--- config.mk ---
export PLATFORM = sky130hd
export DESIGN_NAME = ordered_list_append_delete
export DESIGN_NICKNAME = d
export VERILOG_FILES = /design/src/olad_pkg.sv /design/src/ordered_list_append_delete.sv /design/src/olad_cell.sv
export SDC_FILE = /design/constraint.sdc
export NUM_CORES = 1
export LEC_CHECK = 0
export BUFFER_PORTS_ARGS = -buffer_cell sky130_fd_sc_hd__buf_2
export CORE_ASPECT_RATIO = 0.75
export CORE_UTILIZATION = 45
export CTS_CLUSTER_SIZE = 20
export DETAILED_ROUTE_END_ITERATION = 8
export GPL_ROUTABILITY_DRIVEN = 1
export PLACE_DENSITY = 0.71
export SYNTH_ARGS = -nofsm -noshare
export SYNTH_HDL_FRONTEND = slang
export SYNTH_HIERARCHICAL = 1
export SYNTH_SLANG_ARGS = --single-unit
--- constraint.sdc ---
create_clock -name clock -period 6.9 [get_ports clock]
set_input_delay 0.345 -clock clock [delete_from_list [all_inputs] [get_ports clock]]
set_output_delay 0.345 -clock clock [all_outputs]
set_load 0.02 [all_outputs]
--- src/olad_pkg.sv ---
package olad_pkg;

   localparam int CAPACITY_DEF = 16;
   localparam int VALUE_W      = 32;
   localparam int STATUS_W     = 3;
   localparam int COUNT_OUT_W  = 5;

   // request kinds
   localparam logic [1:0] KIND_APPEND = 2'd0;
   localparam logic [1:0] KIND_DELETE = 2'd1;
   localparam logic [1:0] KIND_CLEAR  = 2'd2;

   // result status codes
   localparam logic [STATUS_W-1:0] STAT_APPENDED  = 3'd0;
   localparam logic [STATUS_W-1:0] STAT_DELETED   = 3'd1;
   localparam logic [STATUS_W-1:0] STAT_NOT_FOUND = 3'd2;
   localparam logic [STATUS_W-1:0] STAT_EMPTY     = 3'd3;
   localparam logic [STATUS_W-1:0] STAT_FULL      = 3'd4;

   typedef enum logic [1:0] {
      STATE_IDLE = 2'b01,
      STATE_SCAN = 2'b10
   } state_type;

   typedef struct packed {
      logic wr;   // load the request value
      logic sh;   // take the neighbor's entry
      logic cmp;  // compare against the request value
   } cell_ctl_type;

endpackage

--- src/ordered_list_append_delete.sv ---
// result: append, clear and delete on an empty list register their result in the cycle
// after the request; a delete scans one cell per cycle over the chain of cells after a
// parallel compare, until a match or the last occupied cell.
// throughput: one request at a time; a new request is taken once the result
// register is free or being drained.
// reset: synchronous, active high; clears the entry count and control, not the cells.
module ordered_list_append_delete
   import olad_pkg::*;
#(
   parameter int CAPACITY = CAPACITY_DEF
) (
   input  logic        clock,
   input  logic        reset,
   input  logic        req_tvalid,
   output logic        req_tready,
   input  logic [31:0] req_tdata,   // [31:0] value
   input  logic [1:0]  req_tuser,   // [1:0] kind
   output logic        rsp_tvalid,
   input  logic        rsp_tready,
   output logic [39:0] rsp_tdata,   // [31:0] removed_value, [36:32] entry_count, rest zero
   output logic [2:0]  rsp_tuser    // [2:0] status
);

   localparam int IDX_W = (CAPACITY > 1) ? $clog2(CAPACITY) : 1;
   localparam int CNT_W = $clog2(CAPACITY + 1);

   state_type              state_ff, state_in;
   logic [CNT_W-1:0]       occ_ff, occ_in;
   logic [IDX_W-1:0]       idx_ff, idx_in;
   logic [VALUE_W-1:0]     key_ff, key_in;
   logic                   rsp_valid_ff, rsp_valid_in;
   logic [STATUS_W-1:0]    rsp_status_ff, rsp_status_in;
   logic [VALUE_W-1:0]     rsp_removed_ff, rsp_removed_in;
   logic [COUNT_OUT_W-1:0] rsp_count_ff, rsp_count_in;

   logic                   accept;
   logic                   full;
   logic                   scan_hit;
   logic                   scan_last;
   logic [31:0]            occ_in_ext;
   logic [CAPACITY-1:0]    match_vec;
   logic [VALUE_W-1:0]     entry_vec [CAPACITY];
   cell_ctl_type           ctl_vec [CAPACITY];

   assign req_tready = (state_ff == STATE_IDLE) && (!rsp_valid_ff || rsp_tready);
   assign accept     = req_tvalid && req_tready;
   assign full       = (32'(occ_ff) >= 32'(CAPACITY));
   assign scan_hit   = (state_ff == STATE_SCAN) && match_vec[idx_ff];
   assign scan_last  = (32'(idx_ff) + 32'd1 >= 32'(occ_ff));

   // cell row: entries shift one place toward the head behind the hit
   for (genvar j = 0; j < CAPACITY; j++) begin : g_cell
      logic [VALUE_W-1:0] nxt;
      assign ctl_vec[j].wr  = accept && (req_tuser == KIND_APPEND) && !full
                              && (32'(occ_ff) == 32'(j));
      assign ctl_vec[j].sh  = scan_hit && (32'(idx_ff) <= 32'(j));
      assign ctl_vec[j].cmp = accept && (req_tuser == KIND_DELETE);
      if (j == CAPACITY - 1) begin : g_tail
         assign nxt = entry_vec[j];
      end else begin : g_link
         assign nxt = entry_vec[j+1];
      end
      olad_cell u_cell (
         .clock      (clock),
         .ctl        (ctl_vec[j]),
         .item_value (req_tdata),
         .next_entry (nxt),
         .entry      (entry_vec[j]),
         .match      (match_vec[j])
      );
   end

   always_comb begin
      state_in       = state_ff;
      occ_in         = occ_ff;
      idx_in         = idx_ff;
      key_in         = key_ff;
      rsp_valid_in   = rsp_valid_ff && !rsp_tready;
      rsp_status_in  = rsp_status_ff;
      rsp_removed_in = rsp_removed_ff;
      case (state_ff)
         STATE_IDLE: begin
            if (accept) begin
               case (req_tuser)
                  KIND_APPEND: begin
                     rsp_valid_in   = 1'b1;
                     rsp_removed_in = '0;
                     if (full) begin
                        rsp_status_in = STAT_FULL;
                     end else begin
                        rsp_status_in = STAT_APPENDED;
                        occ_in        = occ_ff + CNT_W'(1);
                     end
                  end
                  KIND_DELETE: begin
                     if (occ_ff == '0) begin
                        rsp_valid_in   = 1'b1;
                        rsp_status_in  = STAT_EMPTY;
                        rsp_removed_in = '0;
                     end else begin
                        key_in   = req_tdata;
                        idx_in   = '0;
                        state_in = STATE_SCAN;
                     end
                  end
                  KIND_CLEAR: begin
                     rsp_valid_in   = 1'b1;
                     rsp_status_in  = STAT_EMPTY;
                     rsp_removed_in = '0;
                     occ_in         = '0;
                  end
                  default: ;
               endcase
            end
         end
         STATE_SCAN: begin
            if (scan_hit) begin
               rsp_valid_in   = 1'b1;
               rsp_status_in  = STAT_DELETED;
               rsp_removed_in = key_ff;
               occ_in         = occ_ff - CNT_W'(1);
               state_in       = STATE_IDLE;
            end else if (scan_last) begin
               rsp_valid_in   = 1'b1;
               rsp_status_in  = STAT_NOT_FOUND;
               rsp_removed_in = '0;
               state_in       = STATE_IDLE;
            end else begin
               idx_in = idx_ff + IDX_W'(1);
            end
         end
         default: state_in = STATE_IDLE;
      endcase
      occ_in_ext   = 32'(occ_in);
      rsp_count_in = occ_in_ext[COUNT_OUT_W-1:0];
   end

   always_ff @(posedge clock) begin
      if (reset) begin
         state_ff     <= STATE_IDLE;
         occ_ff       <= '0;
         rsp_valid_ff <= 1'b0;
      end else begin
         state_ff     <= state_in;
         occ_ff       <= occ_in;
         rsp_valid_ff <= rsp_valid_in;
      end
   end

   always_ff @(posedge clock) begin
      idx_ff         <= idx_in;
      key_ff         <= key_in;
      rsp_status_ff  <= rsp_status_in;
      rsp_removed_ff <= rsp_removed_in;
      if (rsp_valid_in) begin
         rsp_count_ff <= rsp_count_in;
      end
   end

   assign rsp_tvalid = rsp_valid_ff;
   assign rsp_tuser  = rsp_status_ff;
   assign rsp_tdata  = {3'b000, rsp_count_ff, rsp_removed_ff};

endmodule

--- src/olad_cell.sv ---
module olad_cell
   import olad_pkg::*;
(
   input  logic               clock,
   input  cell_ctl_type       ctl,
   input  logic [VALUE_W-1:0] item_value,
   input  logic [VALUE_W-1:0] next_entry,
   output logic [VALUE_W-1:0] entry,
   output logic               match
);

   logic [VALUE_W-1:0] entry_ff, entry_in;
   logic               match_ff, match_in;

   always_comb begin
      entry_in = entry_ff;
      if (ctl.wr) begin
         entry_in = item_value;
      end else if (ctl.sh) begin
         entry_in = next_entry;
      end
      match_in = ctl.cmp ? (entry_ff == item_value) : match_ff;
   end

   always_ff @(posedge clock) begin
      entry_ff <= entry_in;
      match_ff <= match_in;
   end

   assign entry = entry_ff;
   assign match = match_ff;

endmodule

# After elaboration in Yosys (flattened, before gate mapping)
# Cells that the tools add are included.
[op_classes]
shifts = 0
mux = 68
n_lt_le_gt_ge = 18
eq_ne = 44
div = 0
add_sub_neg = 4
multipliers = 0
reduce_logical = 66
n_bitwise = 1
[op_table]
columns = ["operator", "n"]
rows = [
  ["two-way mux 32 bit", 34],
  ["== test 32 bit", 16],
  ["case mux 32 bit (2 select lines)", 2],
  ["== test 5 x 4 -> 1 bit (second input constant)", 8],
  ["logical AND 1 bit", 38],
  ["nonzero test 2 bit", 16],
  ["less-or-equal comparator 4 bit (second input constant)", 7],
  ["== test 5 x 3 -> 1 bit (second input constant)", 4],
  ["two-way mux 4 bit", 5],
  ["case mux 5 bit (2 select lines)", 2],
  ["less-or-equal comparator 4 x 3 -> 1 bit (second input constant)", 4],
  ["two-way mux 3 bit", 5],
  ["two-way mux 5 bit", 3],
  ["== test 5 x 2 -> 1 bit (second input constant)", 2],
  ["two-way mux 2 bit", 5],
  ["AND reduction 5 bit", 2],
  ["case mux 3 bit (3 select lines)", 1],
  ["less-or-equal comparator 4 x 1 -> 1 bit (second input constant)", 2],
  ["less-or-equal comparator 4 x 2 -> 1 bit (second input constant)", 2],
  ["inequality test 2 bit (second input constant)", 4],
  ["case mux 4 bit (2 select lines)", 1],
  ["AND reduction 4 bit", 2],
  ["inequality test 3 x 2 -> 1 bit (second input constant)", 2],
  ["case mux 3 bit (2 select lines)", 1],
  ["other kinds (24)", 33],
]
[totals]
in_bits = 38
out_inout_bits = 45
mem_count = 0
mem_bits_rw = 0
romBits = 0
reg_bits = 612
latch_bits = 0
word_cells = 241

# Longest topological paths before layout
[logic_depth]
ltp_word = 8
depth_mapped = 10
mapped_depth_nobuf = 8

# Modules after synthesis
# Netlist, hierarchy kept.
[by_module_without_submodules]
columns = ["module", "seq_area_each_um2", "instances", "cells_each", "area_per_inst_um2"]
rows = [
  ["olad_cell", 991.0, 16, 113, 1729.2],
  ["ordered_list_append_delete", 2442.3, 1, 332, 4107.7],
]

# Worst setup path before layout
# Ideal clock, no wire load.
[synth_timing]
path_kind = "flip-flop to flip-flop"
start = "register idx_ff[0]"
end = "register rsp_removed_ff[0] (enable)"
setup_slack_ns = 3.922
stages_incl_launch_ff = 9
path_buffers = 0
arrival_time_ns = 2.586
required_time_ns = 6.508
setup_time_ns = 0.392
period_less_slack_ns = 2.978
path_cell_list = "edfxtp_1 ha_1 xor2_1 ha_1 a21o_1 a31oi_1 o21ai_0 o21bai_1 and2_1"
[synth_between]
elab_chain_len = 5
elab_cells_between_ends = 7
classes_between = "1 x add/sub; 1 x order compare; 1 x eq/ne; 2 x mux; 2 x reduce/logical"
[synth_rtl]
columns = ["item", "line_no", "source"]
rows = [
  ["from (decl)", "ordered_list_append_delete.sv:29", "logic [IDX_W-1:0] idx_ff, idx_in;"],
  ["from (signal assigned)", "ordered_list_append_delete.sv:151", "idx_ff <= idx_in;"],
  ["parallel branches: the longest is 3 deep, another holds adder 4 x 1 -> 5 bit", "--", ""],
  ["inequality test 3 bit (no line) *", "--", ""],
  ["AND reduction 5 bit (no line) *", "--", ""],
  ["to (signal assigned)", "ordered_list_append_delete.sv:154", "rsp_removed_ff <= rsp_removed_in;"],
  ["to (decl)", "ordered_list_append_delete.sv:33", "logic [VALUE_W-1:0] rsp_removed_ff, rsp_removed_in;"],
]
# Mark *: on every way between the ends. The select of a mux whose other input is x is not followed.
# A chain may end at the register's enable or synchronous reset.

==> key figures <==
Setup path
  – Kind of cell adding the most delay to the critical path: simple AND/OR/NAND/NOR gates
  – Critical Path Fanout Max: 32
  – CP cell instances: ha_1, nand3_1, nor3_1, and3_1, buf_4, or2_2
  – Crit-path slowest cell: and3_1
  – Setup CP Type: flip-flop to flip-flop
  – FF-to-FF setup slack: 2.91 ns
  – R2R depth: 6
  – Critical Path End Type: flip-flop
  – CP max stage delay: 0.84 ns
  – Worst EP arrival: 4.26 ns
  – RR Endpoint: g_cell[6].u_cell/entry[21]
  – Buf/Inv on CP: 1
  – Reg-to-Reg Start: state_ff[0]
  – CP Launch Type: flip-flop
  – Required time worst endpoint: 7.17 ns

Global route
  – Vias in the first global route: 18,874
  – Largest net degree at the start of global routing: 35
  – Antenna violations before repair: 6
  – Total track usage: 20.4%
  – Total grt overflow: 0
  – First-pass GRT wire length: 112,000 µm

STA
  – # setup viols final: 0
  – Final Hold Fails: 0
  – Slew @ Worst Pin: 1.10 ns
  – Final min period: 3.99 ns
  – Max-slew violations: 0
  – Setup_tns: 0 ns
  – Fmax: 251 MHz
  – Max-Slew Margin vs Limit: 27.0%
  – Skew final: 0.0287 ns
  – RSZ-0062 raised after global routing: no
  – Final period util: 57.8%

Final layout
  – Nets: 2,297
  – Commonest non-fill, non-tap cells in the layout: edfxtp_1 (604), mux2_2 (516), xor2_1 (513)
  – Commonest non-fill, non-tap cell in the layout: edfxtp_1
  – Design area: 35,100 µm²
  – Area Growth Syn to Fin: 10.4%
  – Layout cells sized above 1: 32.3%

Run status
  – Status: completed

Yosys
  – Post-Syn Area: 31,800 µm²
  – Largest cells by area after synthesis: edfxtp_1 (57%), mux2_2 (18%), xor2_1 (14%)
  – Largest area contributor in the netlist: edfxtp_1
  – Unique masters post-synth: 57
  – EDFF count, synth: 604
  – YS warnings: 6
  – Top cell type's share of synthesized area: 57.1%
  – Synthesized area per cell: 14.8 µm²
  – Post-synthesis cell count: 2,140
  – Most used DFF post-synth: edfxtp_1
  – Register area share after synthesis: 57.6%
  – Ys async rst share: 0%
  – Synthesized flop and latch total: 612

Clock tree
  – Clock Pin Slew Worst Setup and Hold Paths: 0.06 ns
  – Worst-skew pair later-pin latency: 0.66 ns
  – Total CTS buffers: 60
  – CTS tree: built
  – Clk sink count: 612
  – Post_cts resized: 0
  – Clock buffer depth: 3
  – Post-CTS Setup Bufs: 0
  – Clk root buf: clkbuf_16
  – H-tree depth: 2
  – # hold bufs at CTS: 1

Pwr
  – Power Total: 7740 µW
  – Power Density: 221 nW/µm²
  – Peak VDD IR: 0.000194 V
  – Leakage power figure: 0.0119 µW

Route
  – Remaining DRCs: 0
  – Detailed Route Iter0 Violations: 1,471
  – Via count: 17,830
  – Routed vias/inst: 5.53
  – Final ANT Viol Nets: 0
  – Final WL: 73,000 µm
  – Pre-antenna DRT Iters: 5
  – Per-cell routed wire length: 22.6 µm

Placed design
  – Dpl hpwl: 48,700 µm
  – Final GP Congestion: 0.839
  – Dpl cell area: 33,100 µm²
  – I/O Buffers: 79

Hold path
  – Min-Delay Path Depth: 3
  – Hold Path Origin: rsp_tready
  – Worst min-delay path class: primary input to flip-flop
  – Hold endpoint: rsp_tvalid

Die
  – Top Ports: 83
  – Core box area: 69,200 µm²
  – Die area: 71,700 µm²
  – Die Ht: 232 µm
  – Row cnt: 83
  – Die W: 309 µm
  – Initial core utilization: 45.9%

Flow run
  – Max-cap viol count: 0
power breakdown:
| part | internal (µW) | switching [µW] | total, µW |
|---|---|---|---|
| logic | 123 | 291 | 414 |
| registers | 4070 | 10.1 | 4080 |
| clock network | 1820 | 1420 | 3240 |
worst max-delay path by stage:
stage / start / endpoint / slack [ns] / cells past startpoint
2_1_floorplan: idx_ff[0] / rsp_removed_ff[0] / 3.92 / 8
3_3_place_gp: req_tuser[0] / g_cell[6].u_cell/entry[11] / 3.18 / 8
3_5_place_dp: req_tuser[0] / g_cell[6].u_cell/entry[3] / 3.02 / 8
4_1_cts: state_ff[1] / g_cell[6].u_cell/entry[21] / 3.02 / 7
5_1_grt: state_ff[1] / g_cell[6].u_cell/entry[21] / 2.72 / 7
6_report: state_ff[0] / g_cell[6].u_cell/entry[21] / 2.91 / 6
state kept, by name, indices dropped and copies added, names as in the netlist:
name and flops:
g_cell.u_cell/entry 512, key_ff 32, rsp_removed_ff 32, g_cell.u_cell/match 16, occ_ff 5, rsp_count_ff 5
idx_ff 4, rsp_tuser 3, state_ff 2, rsp_tvalid 1
per-stage QoR:
step / hold WS (ns) / util (%) / worst slack, ns / instances
floorplan: 0.444 / - / 3.92 / 2142
global placement: 0.501 / 47.9 / 3.18 / 3112
CTS: 0.244 / 50.7 / 3.02 / 3221
global route: 0.266 / 50.7 / 2.72 / 3222
detailed placement: 0.507 / 47.9 / 3.02 / 3112
finish: 0.275 / 50.7 / 2.91 / 3223
final cells by class:
cell class | instances | area [µm²]
Clock buffer | 76 | 1590
Fill cell | 5795 | 34100
Antenna cell | 2 | 5.00
Timing Repair Buffer | 117 | 683
Clock inverter | 32 | 320
Inverter | 20 | 75.1
Multi-Input combinational cell | 1429 | 12900
Tap cell | 935 | 1170
Sequential cell | 612 | 18300
cells in the mapped netlist, types with 2 or more instances:
library cell	n
or3_1	3
mux2_2	516
mux2i_1	6
dfxtp_1	8
o21ai_0	6
nor2b_1	4
a31oi_1	7
clkbuf_1	10
or4_1	2
nor4_1	130
nand2_1	8
edfxtp_1	604
xor2_1	513
a221oi_1	3
and3_1	20
a211oi_1	4
inv_1	19
buf_4	35
o21a_1	2
o41ai_1	2
a21oi_1	12
nor2_1	29
o311ai_0	2
a21o_1	2
or2_2	18
nand2b_1	7
o22ai_1	2
buf_2	32
ha_1	19
nand3_1	7
buf_1	2
nor3_1	8
nand4_1	33
and2_1	42
per-layer routing:
metal  vias to the layer above  share of wire, %  global-route usage [%]
li1                       8247                 -                       -
met1                      9063                45                    27.2
met2                       398                47                    33.6
met3                       114               4.6                    3.65
met4                         8               2.9                    7.01
met5                         -             0.074                       0
logic make-up after synthesis:
logic type / share of synthesized area (%)
multiplexers: 18.5
AO/OA/AOI/OAI: 1.24
other: 0.0118
flip-flops: 57.6
adder cells (fa/ha/maj): 0.748
AND/OR/NAND/NOR: 5.91
buffers and inverters: 1.79
XOR/XNOR: 14.2
worst register-to-register path: cells and delay by family, from the launching register on:
kind                       cells  cell delay, ns
and+or+nand+nor                4            2.44
adders and majority gates      1            0.36
buffers and inverters          1            0.39
DFF                            1            0.39
Note: power is estimated with default switching activity, not from simulation.
